===== config.mk =====
export PLATFORM = sky130hd
export DESIGN_NAME = adaptive_binary_arithmetic_decoder
export DESIGN_NICKNAME = d
export VERILOG_FILES = /design/src/rtl/abad_pkg.sv /design/src/rtl/adaptive_binary_arithmetic_decoder.sv
export SDC_FILE = /design/constraint.sdc
export NUM_CORES = 2
export LEC_CHECK = 0
export ABC_CLOCK_PERIOD_IN_PS = 11370
export BUFFER_PORTS_ARGS = -buffer_cell sky130_fd_sc_hd__buf_2
export CELL_PAD_IN_SITES_DETAIL_PLACEMENT = 0
export CELL_PAD_IN_SITES_GLOBAL_PLACEMENT = 1
export CORE_UTILIZATION = 45
export DETAILED_ROUTE_END_ITERATION = 10
export GPL_ROUTABILITY_DRIVEN = 0
export PLACE_DENSITY_LB_ADDON = 0.1
export SYNTH_ARGS = -nofsm -noshare
export SYNTH_HDL_FRONTEND = slang
export SYNTH_SLANG_ARGS = --single-unit

===== constraint.sdc =====
create_clock -name clk -period 11.37 [get_ports clk]
set_input_delay 0 -clock clk [delete_from_list [all_inputs] [get_ports clk]]
set_output_delay 0 -clock clk [all_outputs]
set_load 0.02 [all_outputs]

===== src/rtl/abad_pkg.sv =====
// ----------------------------------------------------------------------------
// abad_pkg: shared types and constants of the adaptive binary arithmetic decoder
// Beat payloads, sizing constants and the probability table.
// ----------------------------------------------------------------------------
package abad_pkg;

  localparam int MAX_CHANNELS = 6;
  localparam int FRAME_BYTES  = 4704;
  localparam int TAPS         = 16;
  localparam int DECODE_BUDGET = 129;

  localparam int CH_W     = 3;
  localparam int TAP_W    = (TAPS > 1) ? $clog2(TAPS) : 1;
  localparam int TCNT_W   = $clog2(TAPS + 1);
  localparam int ADDR_W   = $clog2(MAX_CHANNELS * TAPS);
  localparam int PRED_W   = $clog2(TAPS * 128) + 2;
  localparam int BUDGET_W = $clog2(DECODE_BUDGET + 1);
  localparam int BPOS_W   = 13;

  // history encoding: zero, plus one, minus one
  localparam logic [1:0] HIST_ZERO = 2'b00;
  localparam logic [1:0] HIST_POS  = 2'b01;
  localparam logic [1:0] HIST_NEG  = 2'b11;

  typedef struct packed {
    logic stream_bit;
    logic frame_start;
    logic clear_filters;
  } in_beat_t;

  typedef struct packed {
    logic [7:0]      decoded_byte;
    logic [CH_W-1:0] channel;
    logic            last_in_frame;
  } out_beat_t;

  localparam logic [7:0] PROB_ROM [128] = '{
    8'd128, 8'd123, 8'd118, 8'd114, 8'd109, 8'd105, 8'd101, 8'd97,
    8'd93,  8'd90,  8'd86,  8'd83,  8'd80,  8'd77,  8'd74,  8'd71,
    8'd68,  8'd65,  8'd63,  8'd60,  8'd58,  8'd56,  8'd54,  8'd52,
    8'd50,  8'd48,  8'd46,  8'd44,  8'd42,  8'd41,  8'd39,  8'd38,
    8'd36,  8'd35,  8'd33,  8'd32,  8'd31,  8'd30,  8'd29,  8'd27,
    8'd26,  8'd25,  8'd24,  8'd23,  8'd22,  8'd22,  8'd21,  8'd20,
    8'd19,  8'd18,  8'd18,  8'd17,  8'd16,  8'd16,  8'd15,  8'd14,
    8'd14,  8'd13,  8'd13,  8'd12,  8'd12,  8'd11,  8'd11,  8'd10,
    8'd10,  8'd9,   8'd9,   8'd9,   8'd8,   8'd8,   8'd8,   8'd7,
    8'd7,   8'd7,   8'd6,   8'd6,   8'd6,   8'd6,   8'd5,   8'd5,
    8'd5,   8'd5,   8'd4,   8'd4,   8'd4,   8'd4,   8'd4,   8'd4,
    8'd3,   8'd3,   8'd3,   8'd3,   8'd3,   8'd3,   8'd3,   8'd2,
    8'd2,   8'd2,   8'd2,   8'd2,   8'd2,   8'd2,   8'd2,   8'd2,
    8'd1,   8'd1,   8'd1,   8'd1,   8'd1,   8'd1,   8'd1,   8'd1,
    8'd1,   8'd1,   8'd1,   8'd1,   8'd1,   8'd1,   8'd1,   8'd1,
    8'd1,   8'd1,   8'd1,   8'd1,   8'd1,   8'd1,   8'd1,   8'd1
  };

endpackage


===== src/rtl/adaptive_binary_arithmetic_decoder.sv =====
// ----------------------------------------------------------------------------
// adaptive_binary_arithmetic_decoder: bit-serial adaptive arithmetic decoder
// Decodes interleaved channel bytes from a compressed bit stream.
// ----------------------------------------------------------------------------
// Each input beat carries one compressed bit. A beat with frame_start restarts
// the coder (8 code bits load, range 256) and the byte and channel counters;
// clear_filters on that beat also zeroes every channel's weights and history.
// The block takes one input beat, then drops in_ready and works it off with a
// small sequencer around one 9x9 multiplier: it uses the bit if the coder
// needs one (code load or renormalization) and then decodes as many bits as
// it can without input, at most 129. Each decoded bit passes a check step, a
// read pass that reads the channel's 16 weights and history signs from
// on-chip memory and accumulates the prediction, a step that looks up the
// probability and multiplies, a compare step, and a write pass that writes
// adapted weights and the shifted history back; every eighth bit adds an emit
// step. A beat whose bit only loads the coder passes only the idle and check
// states. Every eighth bit yields an output beat; the output register holds
// it and the sequencer stalls only if the previous byte is still not taken.
// channel_count is written on the cfg port while idle; 0 acts as 1 and values
// above 6 act as 6. Weights reset to zero by per-channel valid bits, so there
// is no clearing pass after reset.
module adaptive_binary_arithmetic_decoder (
  input  logic                  clk,
  input  logic                  rst,
  input  logic                  in_valid,
  output logic                  in_ready,
  input  abad_pkg::in_beat_t    in_data,
  output logic                  out_valid,
  input  logic                  out_ready,
  output abad_pkg::out_beat_t   out_data,
  input  logic                  cfg_valid,
  output logic                  cfg_ready,
  input  logic [2:0]            cfg_data
);
  import abad_pkg::*;

  typedef enum logic [6:0] {
    S_IDLE  = 7'b0000001,
    S_CHECK = 7'b0000010,
    S_RD    = 7'b0000100,
    S_MUL   = 7'b0001000,
    S_CMP   = 7'b0010000,
    S_WR    = 7'b0100000,
    S_EMIT  = 7'b1000000
  } state_t;

  state_t state;

  // coder and framing state
  logic [2:0]          channel_count;
  logic [7:0]          code_value;
  logic [8:0]          range_value;
  logic [3:0]          load_count;
  logic                renorm_pending;
  logic [7:0]          byte_accum;
  logic [2:0]          bit_pos;
  logic [CH_W-1:0]     chan_pos;
  logic [BPOS_W-1:0]   byte_pos;
  logic                frame_idle;
  logic                have_bit;
  logic                cur_bit;
  logic [BUDGET_W-1:0] budget;
  logic [MAX_CHANNELS-1:0] row_valid;

  // per-bit working registers
  logic [CH_W-1:0]         cur_ch;
  logic [TCNT_W-1:0]       tcnt;
  logic [TAP_W-1:0]        rd_tap;
  logic                    rd_live;
  logic signed [PRED_W-1:0] pred;
  logic [17:0]             prod;
  logic [8:0]              a_reg;
  logic                    dec_bit;
  logic [1:0]              prev_h;
  logic [7:0]              wbuf [TAPS];
  logic [1:0]              hbuf [TAPS];

  // channel memories
  logic [7:0] weight_mem [MAX_CHANNELS*TAPS];
  logic [1:0] hist_mem   [MAX_CHANNELS*TAPS];
  logic [7:0] w_q;
  logic [1:0] h_q;
  logic              mem_rd, mem_wr;
  logic [ADDR_W-1:0] rd_addr, wr_addr;
  logic [7:0]        wr_w;
  logic [1:0]        wr_h;

  assign cfg_ready = (state == S_IDLE);
  assign in_ready  = (state == S_IDLE);

  // address of one tap of the current channel
  function automatic logic [ADDR_W-1:0] tap_addr(input logic [CH_W-1:0] ch,
                                                  input logic [TAP_W-1:0] k);
    logic [ADDR_W+CH_W-1:0] full;
    full = (ADDR_W+CH_W)'(ch) * (ADDR_W+CH_W)'(TAPS) + (ADDR_W+CH_W)'(k);
    return full[ADDR_W-1:0];
  endfunction

  // prediction to probability, then the interval split product
  logic [PRED_W-1:0] pred_abs;
  logic [PRED_W-4:0] mag_full;
  logic [6:0]        mag;
  logic [8:0]        prob;
  logic [8:0]        a_val;
  always_comb begin
    pred_abs = pred[PRED_W-1] ? PRED_W'(-pred) : PRED_W'(pred);
    mag_full = pred_abs[PRED_W-1:3];
    mag      = (mag_full > (PRED_W-3)'(127)) ? 7'd127 : mag_full[6:0];
    prob     = pred[PRED_W-1] ? 9'(9'd256 - {1'b0, PROB_ROM[mag]})
                              : {1'b0, PROB_ROM[mag]};
    a_val    = 9'(range_value - 9'd1);
  end

  // compare stage
  logic [17:0] t_full;
  logic [8:0]  t_val;
  logic        take_one;
  always_comb begin
    t_full   = 18'(prod + 18'd128);
    t_val    = t_full[16:8];
    take_one = {1'b0, code_value} > t_val;
  end

  // weight adaptation of the tap on the write pass
  logic [TAP_W-1:0]  wk;
  logic [7:0]        w_old;
  logic [1:0]        h_old;
  logic              err_nz;
  logic signed [8:0] w_sum;
  logic [7:0]        w_new;
  always_comb begin
    wk     = tcnt[TAP_W-1:0];
    w_old  = wbuf[wk];
    h_old  = hbuf[wk];
    err_nz = (dec_bit == pred[PRED_W-1]);
    // step toward the sign that would have predicted the bit
    if ((h_old == HIST_POS) == dec_bit)
      w_sum = $signed({w_old[7], w_old}) + 9'sd1;
    else
      w_sum = $signed({w_old[7], w_old}) - 9'sd1;
    if (!err_nz || h_old == HIST_ZERO)
      w_new = w_old;
    else if (w_sum > 9'sd127)
      w_new = 8'd127;
    else if (w_sum < -9'sd128)
      w_new = 8'h80;
    else
      w_new = w_sum[7:0];
  end

  // byte end bookkeeping
  logic [2:0] active_cnt;
  logic       chan_wrap, last_byte;
  always_comb begin
    if (channel_count == 3'd0)
      active_cnt = 3'd1;
    else if (channel_count > 3'(MAX_CHANNELS))
      active_cnt = 3'(MAX_CHANNELS);
    else
      active_cnt = channel_count;
    chan_wrap = (4'(cur_ch) + 4'd1) >= 4'(active_cnt);
    last_byte = chan_wrap && (byte_pos >= BPOS_W'(FRAME_BYTES - 1));
  end

  // memory ports
  always_comb begin
    mem_rd  = (state == S_RD) && (tcnt < TCNT_W'(TAPS));
    rd_addr = tap_addr(cur_ch, tcnt[TAP_W-1:0]);
    mem_wr  = (state == S_WR);
    wr_addr = tap_addr(cur_ch, wk);
    wr_w    = w_new;
    wr_h    = (wk == '0) ? (dec_bit ? HIST_POS : HIST_NEG) : prev_h;
  end

  always_ff @(posedge clk) begin
    if (mem_rd) begin
      w_q <= weight_mem[rd_addr];
      h_q <= hist_mem[rd_addr];
    end
    if (mem_wr) begin
      weight_mem[wr_addr] <= wr_w;
      hist_mem[wr_addr]   <= wr_h;
    end
  end

  // a never-written row reads as zero
  logic [7:0] w_eff;
  logic [1:0] h_eff;
  assign w_eff = row_valid[cur_ch] ? w_q : 8'd0;
  assign h_eff = row_valid[cur_ch] ? h_q : HIST_ZERO;

  always_ff @(posedge clk) begin
    if (rst) begin
      state          <= S_IDLE;
      channel_count  <= 3'd2;
      code_value     <= '0;
      range_value    <= 9'd256;
      load_count     <= '0;
      renorm_pending <= 1'b0;
      byte_accum     <= '0;
      bit_pos        <= '0;
      chan_pos       <= '0;
      byte_pos       <= '0;
      frame_idle     <= 1'b1;
      have_bit       <= 1'b0;
      budget         <= '0;
      row_valid      <= '0;
      out_valid      <= 1'b0;
      rd_live        <= 1'b0;
    end else begin
      if (cfg_valid && cfg_ready)
        channel_count <= cfg_data;
      // drop the taken byte unless the emit step reloads the register now
      if (out_valid && out_ready && state != S_EMIT)
        out_valid <= 1'b0;

      unique case (state)
        S_IDLE: begin
          if (in_valid) begin
            cur_bit  <= in_data.stream_bit;
            have_bit <= 1'b1;
            budget   <= BUDGET_W'(DECODE_BUDGET);
            if (in_data.frame_start) begin
              if (in_data.clear_filters)
                row_valid <= '0;
              code_value     <= '0;
              range_value    <= 9'd256;
              load_count     <= '0;
              renorm_pending <= 1'b0;
              byte_accum     <= '0;
              bit_pos        <= '0;
              chan_pos       <= '0;
              byte_pos       <= '0;
              frame_idle     <= 1'b0;
            end
            state <= S_CHECK;
          end
        end
        S_CHECK: begin
          if (frame_idle) begin
            state <= S_IDLE;
          end else if (load_count < 4'd8) begin
            if (!have_bit) begin
              state <= S_IDLE;
            end else begin
              code_value <= {code_value[6:0], cur_bit};
              load_count <= 4'(load_count + 4'd1);
              have_bit   <= 1'b0;
            end
          end else if (renorm_pending) begin
            if (!have_bit) begin
              state <= S_IDLE;
            end else begin
              range_value <= {range_value[7:0], 1'b0};
              code_value  <= {code_value[6:0], cur_bit};
              have_bit    <= 1'b0;
              if (range_value[7:6] != 2'b00)
                renorm_pending <= 1'b0;
            end
          end else if (budget == '0) begin
            state <= S_IDLE;
          end else begin
            budget <= BUDGET_W'(budget - 1'b1);
            cur_ch <= (chan_pos < CH_W'(MAX_CHANNELS)) ? chan_pos : '0;
            tcnt   <= '0;
            pred   <= '0;
            state  <= S_RD;
          end
        end
        S_RD: begin
          // issue one read per cycle, fold in the tap read the cycle before
          rd_live <= (tcnt < TCNT_W'(TAPS));
          rd_tap  <= tcnt[TAP_W-1:0];
          if (rd_live) begin
            wbuf[rd_tap] <= w_eff;
            hbuf[rd_tap] <= h_eff;
            if (h_eff == HIST_POS)
              pred <= PRED_W'(pred + $signed({{(PRED_W-8){w_eff[7]}}, w_eff}));
            else if (h_eff == HIST_NEG)
              pred <= PRED_W'(pred - $signed({{(PRED_W-8){w_eff[7]}}, w_eff}));
          end
          if (tcnt == TCNT_W'(TAPS)) begin
            state   <= S_MUL;
          end else begin
            tcnt <= TCNT_W'(tcnt + 1'b1);
          end
        end
        S_MUL: begin
          a_reg <= a_val;
          prod  <= 18'(a_val * prob);
          state <= S_CMP;
        end
        S_CMP: begin
          if (take_one) begin
            code_value  <= 8'(code_value - 8'(t_val + 9'd1));
            range_value <= 9'(a_reg - t_val);
            dec_bit     <= 1'b1;
            renorm_pending <= (9'(a_reg - t_val) < 9'd128);
          end else begin
            range_value <= 9'(t_val + 9'd1);
            dec_bit     <= 1'b0;
            renorm_pending <= (9'(t_val + 9'd1) < 9'd128);
          end
          tcnt  <= '0;
          state <= S_WR;
        end
        S_WR: begin
          prev_h <= h_old;
          if (tcnt == TCNT_W'(TAPS - 1)) begin
            row_valid[cur_ch] <= 1'b1;
            byte_accum <= {byte_accum[6:0], dec_bit};
            bit_pos    <= 3'(bit_pos + 3'd1);
            state      <= (bit_pos == 3'd7) ? S_EMIT : S_CHECK;
          end else begin
            tcnt <= TCNT_W'(tcnt + 1'b1);
          end
        end
        S_EMIT: begin
          // hold until the output register is free
          if (!out_valid || out_ready) begin
            out_valid              <= 1'b1;
            out_data.decoded_byte  <= byte_accum;
            out_data.channel       <= cur_ch;
            out_data.last_in_frame <= last_byte;
            byte_accum             <= '0;
            if (last_byte) begin
              frame_idle     <= 1'b1;
              renorm_pending <= 1'b0;
            end else if (chan_wrap) begin
              chan_pos <= '0;
              byte_pos <= BPOS_W'(byte_pos + 1'b1);
            end else begin
              chan_pos <= CH_W'(cur_ch + 1'b1);
            end
            state <= S_CHECK;
          end
        end
        default: state <= S_IDLE;
      endcase
    end
  end

  // the emit step always loads the output register once it is free
  assert property (@(posedge clk) disable iff (rst)
    (state == S_EMIT && (!out_valid || out_ready)) |=> out_valid)
    else $error("byte not loaded into output register");

  // the code load never runs past eight bits
  assert property (@(posedge clk) disable iff (rst) load_count <= 4'd8)
    else $error("code load overran");

  // a decode pass only works on an existing channel row
  assert property (@(posedge clk) disable iff (rst)
    (state == S_RD) |-> (cur_ch < CH_W'(MAX_CHANNELS)))
    else $error("channel out of range");

  // no decode starts while the frame is idle
  assert property (@(posedge clk) disable iff (rst)
    (state == S_CHECK && frame_idle) |=> (state == S_IDLE))
    else $error("decode while idle");

endmodule

Yosys cells after proc, flatten, opt, wreduce, memory -nomap -nowiden
Memory sizes are Yosys's and may differ from the RTL's. A register that Yosys moved wholly into a read port is not among the register bits.
Index checks and enable logic that the tools add are counted.
{"block": "word_totals", "ramBits": 1120, "n_memories": 5, "elab_cells": 284, "romBits": 1024, "register_bits": 144}
{"block": "op_classes", "n_reduce_logical": 45, "n_addsub": 19, "n_mux": 126, "eq_ne": 38, "bitwise_logic": 7, "n_mul": 1, "order_cmp": 15}
{"name": "(name not given)", "words": 128, "word_bits": 8, "rd": 1, "rd_ports_with_merged_regs": 0, "wr": 0, "line_no": "adaptive_binary_arithmetic_decoder.sv:110", "rtl": ": {1'b0, PROB_ROM[mag]};"}
{"name": "weight_mem", "words": 96, "word_bits": 8, "rd": 1, "rd_ports_with_merged_regs": 1, "wr": 1, "line_no": "adaptive_binary_arithmetic_decoder.sv:79", "rtl": "logic [7:0] weight_mem [MAX_CHANNELS*TAPS];"}
{"name": "hist_mem", "words": 96, "word_bits": 2, "rd": 1, "rd_ports_with_merged_regs": 1, "wr": 1, "line_no": "adaptive_binary_arithmetic_decoder.sv:80", "rtl": "logic [1:0] hist_mem [MAX_CHANNELS*TAPS];"}
{"name": "wbuf", "words": 16, "word_bits": 8, "rd": 1, "rd_ports_with_merged_regs": 1, "wr": 1, "line_no": "adaptive_binary_arithmetic_decoder.sv:75", "rtl": "logic [7:0] wbuf [TAPS];"}
{"name": "hbuf", "words": 16, "word_bits": 2, "rd": 1, "rd_ports_with_merged_regs": 1, "wr": 1, "line_no": "adaptive_binary_arithmetic_decoder.sv:76", "rtl": "logic [1:0] hbuf [TAPS];"}
{"cell": "2-to-1 mux 13 bit", "n": 13}
{"cell": "2-to-1 mux 8 bit", "n": 20}
{"cell": "2-to-1 mux 9 bit", "n": 9}
{"cell": "2-to-1 mux 7 bit", "n": 10}
{"cell": "case mux 13 bit (2 select lines)", "n": 2}
{"cell": "case mux 7 bit (7 select lines)", "n": 1}
{"cell": "case mux 8 bit (3 select lines)", "n": 2}
{"cell": "!= test 2 bit, second input constant", "n": 18}
{"cell": "2-to-1 mux 5 bit", "n": 6}
{"cell": "AND reduction 6 bit", "n": 5}
{"cell": "2-to-1 mux 1 bit", "n": 28}
{"cell": "2-to-1 mux 4 bit", "n": 7}
{"cell": "< comparator 9 x 8 -> 1 bit, second input constant", "n": 3}
{"cell": "2-to-1 mux 3 bit", "n": 9}
{"cell": "case mux 9 bit (3 select lines)", "n": 1}
{"cell": "2-to-1 mux 6 bit", "n": 4}
{"cell": "case mux 5 bit (4 select lines)", "n": 1}
{"cell": "AND reduction 5 bit", "n": 4}
{"cell": "adder 17 x 8 -> 17 bit, second input constant", "n": 1}
{"cell": "multiplier 9 x 9 -> 17 bit", "n": 1}
{"cell": "case mux 8 bit (2 select lines)", "n": 1}
{"cell": "AND reduction 8 bit", "n": 2}
{"cell": "AND reduction 7 bit", "n": 2}
{"cell": "adder 13 x 1 -> 13 bit, second input constant", "n": 1}
{"cell": "69 further kinds", "n": 100}

Logic depth before layout (Yosys ltp)
{"block": "depth", "depth_word": 11, "ltp_mapped": 37, "depth_no_buf": 34}

Worst setup path before layout
No wires, ideal clock.
{"block": "synth_path", "kind": "reg2reg", "from": "reg (tool-made name)", "to": "mem weight_mem[0][1], data pin", "stages_incl_launch_ff": 16, "slack_ns": 1.682, "synth_period_minus_slack_ns": 9.688, "arrival_ns": 8.685, "required_time_ns": 10.367, "setup_time_ns": 1.003, "path_buffers": 4, "path_cell_list": "dfxtp_1 clkbuf_1 buf_2 clkbuf_1 buf_1 mux4_2 mux4_2 ha_1 a21oi_1 o21bai_1 xnor2_1 or4_1 nor4_1 nand3_1 and2_1 a221oi_1"}
{"element": "to (decl)", "line_no": "adaptive_binary_arithmetic_decoder.sv:79"}

Worst setup path in the final report
{"block": "layout_path", "from": "reg pred[3]", "to": "reg prod[15], data pin"}
{"block": "layout_via", "elab_chain_cells": 11}
{"element": "from (decl)", "line_no": "adaptive_binary_arithmetic_decoder.sv:70", "rtl": "logic signed [PRED_W-1:0] pred;"}
{"element": "from (signal assigned)", "line_no": "adaptive_binary_arithmetic_decoder.sv:278", "rtl": "pred <= PRED_W'(pred + $signed({{(PRED_W-8){w_eff[7]}}, w_eff}));"}
{"element": "from (signal assigned)", "line_no": "adaptive_binary_arithmetic_decoder.sv:280", "rtl": "pred <= PRED_W'(pred - $signed({{(PRED_W-8){w_eff[7]}}, w_eff}));"}
{"element": "negation 13 bit", "line_no": "adaptive_binary_arithmetic_decoder.sv:106", "rtl": "pred_abs = pred[PRED_W-1] ? PRED_W'(-pred) : PRED_W'(pred);"}
{"element": "2-to-1 mux 13 bit *", "line_no": "adaptive_binary_arithmetic_decoder.sv:106"}
{"element": "> comparator 10 x 7 -> 1 bit", "line_no": "adaptive_binary_arithmetic_decoder.sv:108", "rtl": "mag = (mag_full > (PRED_W-3)'(127)) ? 7'd127 : mag_full[6:0];"}
{"element": "2-to-1 mux 7 bit *", "line_no": "adaptive_binary_arithmetic_decoder.sv:108"}
{"element": "NOT 7 -> 8 bit (not written as such) *", "line_no": "adaptive_binary_arithmetic_decoder.sv:109, adaptive_binary_arithmetic_decoder.sv:110"}
{"element": "memory read (128 x 8 bit) *"}
{"element": "2-to-1 mux 8 bit (not written as such) * (2 in a row)", "line_no": "adaptive_binary_arithmetic_decoder.sv:110"}
{"element": "subtractor 9 x 8 -> 9 bit", "line_no": "adaptive_binary_arithmetic_decoder.sv:109", "rtl": "prob = pred[PRED_W-1] ? 9'(9'd256 - {1'b0, PROB_ROM[mag]})"}
{"element": "2-to-1 mux 9 bit *", "line_no": "adaptive_binary_arithmetic_decoder.sv:109"}
{"element": "multiplier 9 x 9 -> 17 bit *", "line_no": "adaptive_binary_arithmetic_decoder.sv:290", "rtl": "prod <= 18'(a_val * prob);"}
{"element": "to (signal assigned)", "line_no": "adaptive_binary_arithmetic_decoder.sv:290"}
{"element": "to (decl)", "line_no": "adaptive_binary_arithmetic_decoder.sv:71", "rtl": "logic [17:0] prod;"}
Mark *: on every way between the ends. The rest lies on a longest branch, timed or not. The select of a mux whose other input is x is not followed.
A chain may end at the register's enable or synchronous reset.

==> impl_metrics.yaml <==
global_routing:
  grt_pass1_wl_um: 220000
  globalRouteMet1Util: 0.329
  met2_usage: 0.406
  grt_use_met3: 0.0417
  gr-total-overflow: 0
  grt_max_degree: 118
  grt_pass1_vias: 33300
  antenna_found_initial: 2
  grt_usage: 0.246
  busiest_layer: "met2"
setup_path:
  timing.critical_path.mode_cell: "inv_1"
  startpoint: "pred[3]$_SDFFCE_PP0P_"
  crit_arrival_ns: 10.33
  cp.required_ns: 11.87
  start_kind: "flop"
  cp_max_fo: 10
  path_class: "reg -> reg"
  reg2reg_from: "pred[3]$_SDFFCE_PP0P_"
  worst_setup_path_end_kind: "flop"
  cp_slowest_cell: "o41ai_1"
  critical-path-max-stage-delay_ns: 1.04
placement:
  io_buffers: 25
  dp_slack_ns: 1.66
  dpl.hpwl_um: 87400
  place_area_mm2: 0.0560
sta:
  fin_skew_ns: 0.0336
  worst_pin_slew_ns: 1.34
  hold_viol_final: 0
  rsz0062_at_grt: "false"
  fin_ws_ns: 1.54
  slew_violations: 0
  whs_ns: 0.175
  min_period_ns: 9.83
  finalCritPeriodShare: 0.865
  fmaxAchievable_ghz: 0.102
  tns_ns: 0
  setup_viol: 0
  slew_headroom: 0.101
clock_network:
  clock-sinks: 1271
  clk_pin_slew_ns: 0.06
  root_buffer: "clkbuf_16"
  htreeDepth: 4
  worst_skew_pair.late_latency_ns: 0.76
  clk_path_buf_depth: 3
  numCtsBuffers: 136
  postCtsSetupBuffers: 0
  cts_tree: "yes"
floorplan:
  start_util: 0.456
  num_rows: 126
  fp.dieH_um: 348
  die-area_mm2: 0.121
  fp.coreArea_mm2: 0.118
  ios: 26
  die_w_um: 348
layout:
  top_register: "weight_mem"
  design_area_mm2: 0.0605
  layout.nets: 3889
  syn_to_final_growth_pct: 12.1
  antennaDiodeCount: 0
  largest_reg_flops: 768
  fin_util: 0.511
  drive_above_1_share: 0.102
  n_fill_cell: 9775
  ff_latch_area_mm2: 0.0374
  top_regs: "weight_mem (768), hist_mem (192), wbuf (128)"
  multi_input_area_mm2: 0.0154
power_and_ir_drop:
  switching_share: 0.285
  p_leak_nw: 20.3
  combPwrFrac: 0.230
  p_per_area_mw_per_mm2: 206
  seq_power_share: 0.426
  ir_drop_mv: 0.403
  intPower_w: 0.00888
  switchingPower_w: 0.00355
  clockPowerShare: 0.344
routing:
  vias: 33000
  drt-vias-per-instance: 6.08
  drc_errors: 0
  ant_nets: 0
  drt_pass1_iterations: 6
  wirelength_um: 149000
  post_drt_wl_per_cell_um: 27.5
  first_iter_violations: 3445
worst_hold_path:
  holdCritPathClass: "in -> reg"
  hold_start: "cfg_valid"
synthesis:
  ys_seq_elements: 1271
  postSynth.asyncResetShare: 0
  synth.largest_area_cell: "edfxtp_1"
  synth_edf_count: 1190
  yosysWarnings: 0
  avgSynthCellArea_um2: 14.7
  synth_top_flop_cell: "edfxtp_1"
  yosysUniqueCellTypes: 87
  syn-num-nets: 3843
  synth.area.top_cells: "edfxtp_1, a22oi_1, dfxtp_1, ha_1, mux4_2"
  synth.cell_area_mm2: 0.0539
  yosysTopAreaCellShare: 0.662
  ys_seq_area_frac: 0.692
  syn_inst: 3675
run:
  drv_cap: 0
run_status:
  outcome: "completed"
==> worst paths after layout <==
check,endpoint,slack (ns),cells past startpoint
max,prod[15]$_DFFE_PP_,1.54,31
min,channel_count[1]$_SDFFE_PP1P_,0.17,4
max reg2reg,prod[15]$_DFFE_PP_,1.54,31
min reg2reg,out_data[11]$_DFFE_PP_,0.43,0
==> power by group through the flow <==
stage	Combinational, W	Clock (W)	Sequential, W
6_report	0.00286	0.00428	0.00529
3_3_place_gp	0.00286	0	0.00539
4_1_cts	0.00291	0.00434	0.00529
3_5_place_dp	0.00287	0	0.00539
2_1_floorplan	0.00218	0	0.00537
5_1_grt	0.00329	0.00452	0.00530
==> stage by stage <==
stage               total power (W)  cells
floorplan                   0.00755   3675
global placement            0.00825   5166
detailed placement          0.00826   5166
CTS                          0.0125   5421
global route                 0.0131   5421
finish                       0.0124   5421
==> cells by family after synthesis <==
family	Yosys count	synth area share
AOI/OAI and AO/OA	918	0.123
DFF	1271	0.692
xor gates and xnor gates	101	0.0165
and+or+nand+nor	795	0.0708
buffers and inverters	347	0.0245
muxes	84	0.0287
adders and majority gates	159	0.0440
==> metal layers <==
metal / vias up / wire [um]
met5: - / 0
met1: 16900 / 62100
met4: 0 / 4920
li1: 14600 / -
met3: 280 / 9760
met2: 1254 / 72300
==> critical path: cells and delay by family, from the launching register on <==
| family | cells | cell delay [ns] |
|---|---|---|
| AOI/OAI and AO/OA | 10 | 3.03 |
| xor gates and xnor gates | 3 | 1.10 |
| adders and majority gates | 7 | 2.95 |
| DFF | 1 | 0.49 |
| buffers and inverters | 6 | 0.63 |
| and+or+nand+nor | 5 | 1.40 |
==> final cells by class <==
| cell class | count | share of cell area |
|---|---|---|
| inverter | 144 | 0.00894 |
| tap | 1600 | 0.0331 |
| multi-input combinational | 2057 | 0.255 |
| clock buffer | 173 | 0.0600 |
| sequential | 1271 | 0.618 |
| clock inverter | 65 | 0.0109 |
| timing repair buffer | 111 | 0.0141 |
==> cell usage in the layout, fill, tap and decap left out, types with 17 or more instances in the layout <==
cell,count
nand4_1,103
nor2b_1,24
clkinv_1,27
a22oi_1,395
buf_4,66
nor2_1,315
and2_1,18
nand3_1,61
a31oi_1,32
a41oi_1,18
mux2i_1,20
clkbuf_16,139
nor3_1,30
ha_1,105
clkbuf_1,32
nand2_1,123
dlygate4sd3_1,17
mux4_2,56
fa_1,52
edfxtp_1,1190
buf_2,25
o211ai_1,23
a21oi_1,108
o21ai_0,76
inv_1,141
dfxtp_1,79
a22o_1,56
xnor2_1,58
a211oi_1,23
o21bai_1,17
a221oi_1,54
xor2_1,42
nand2b_1,30
==> repair_timing <==
action,in CTS,in global routing
resized for setup,0,0
endpoints found under the hold margin,51,0
hold buffers,17,0
==> cell usage after synthesis, drive strengths merged, types with 21 or more instances <==
master  count
edfxtp   1190
a22oi     396
nor2      318
clkbuf    142
inv       142
nand2     123
a21oi     111
ha        105
nand4     103
o21ai      83
dfxtp      81
buf        61
nand3      61
xnor2      58
a22o       56
mux4       56
a221oi     55
fa         52
xor2       43
nor3       35
a31oi      32
nand2b     30
a211oi     25
nor2b      24
o211ai     24
mux2i      21
Note: power is estimated with default switching activity, not from simulation.
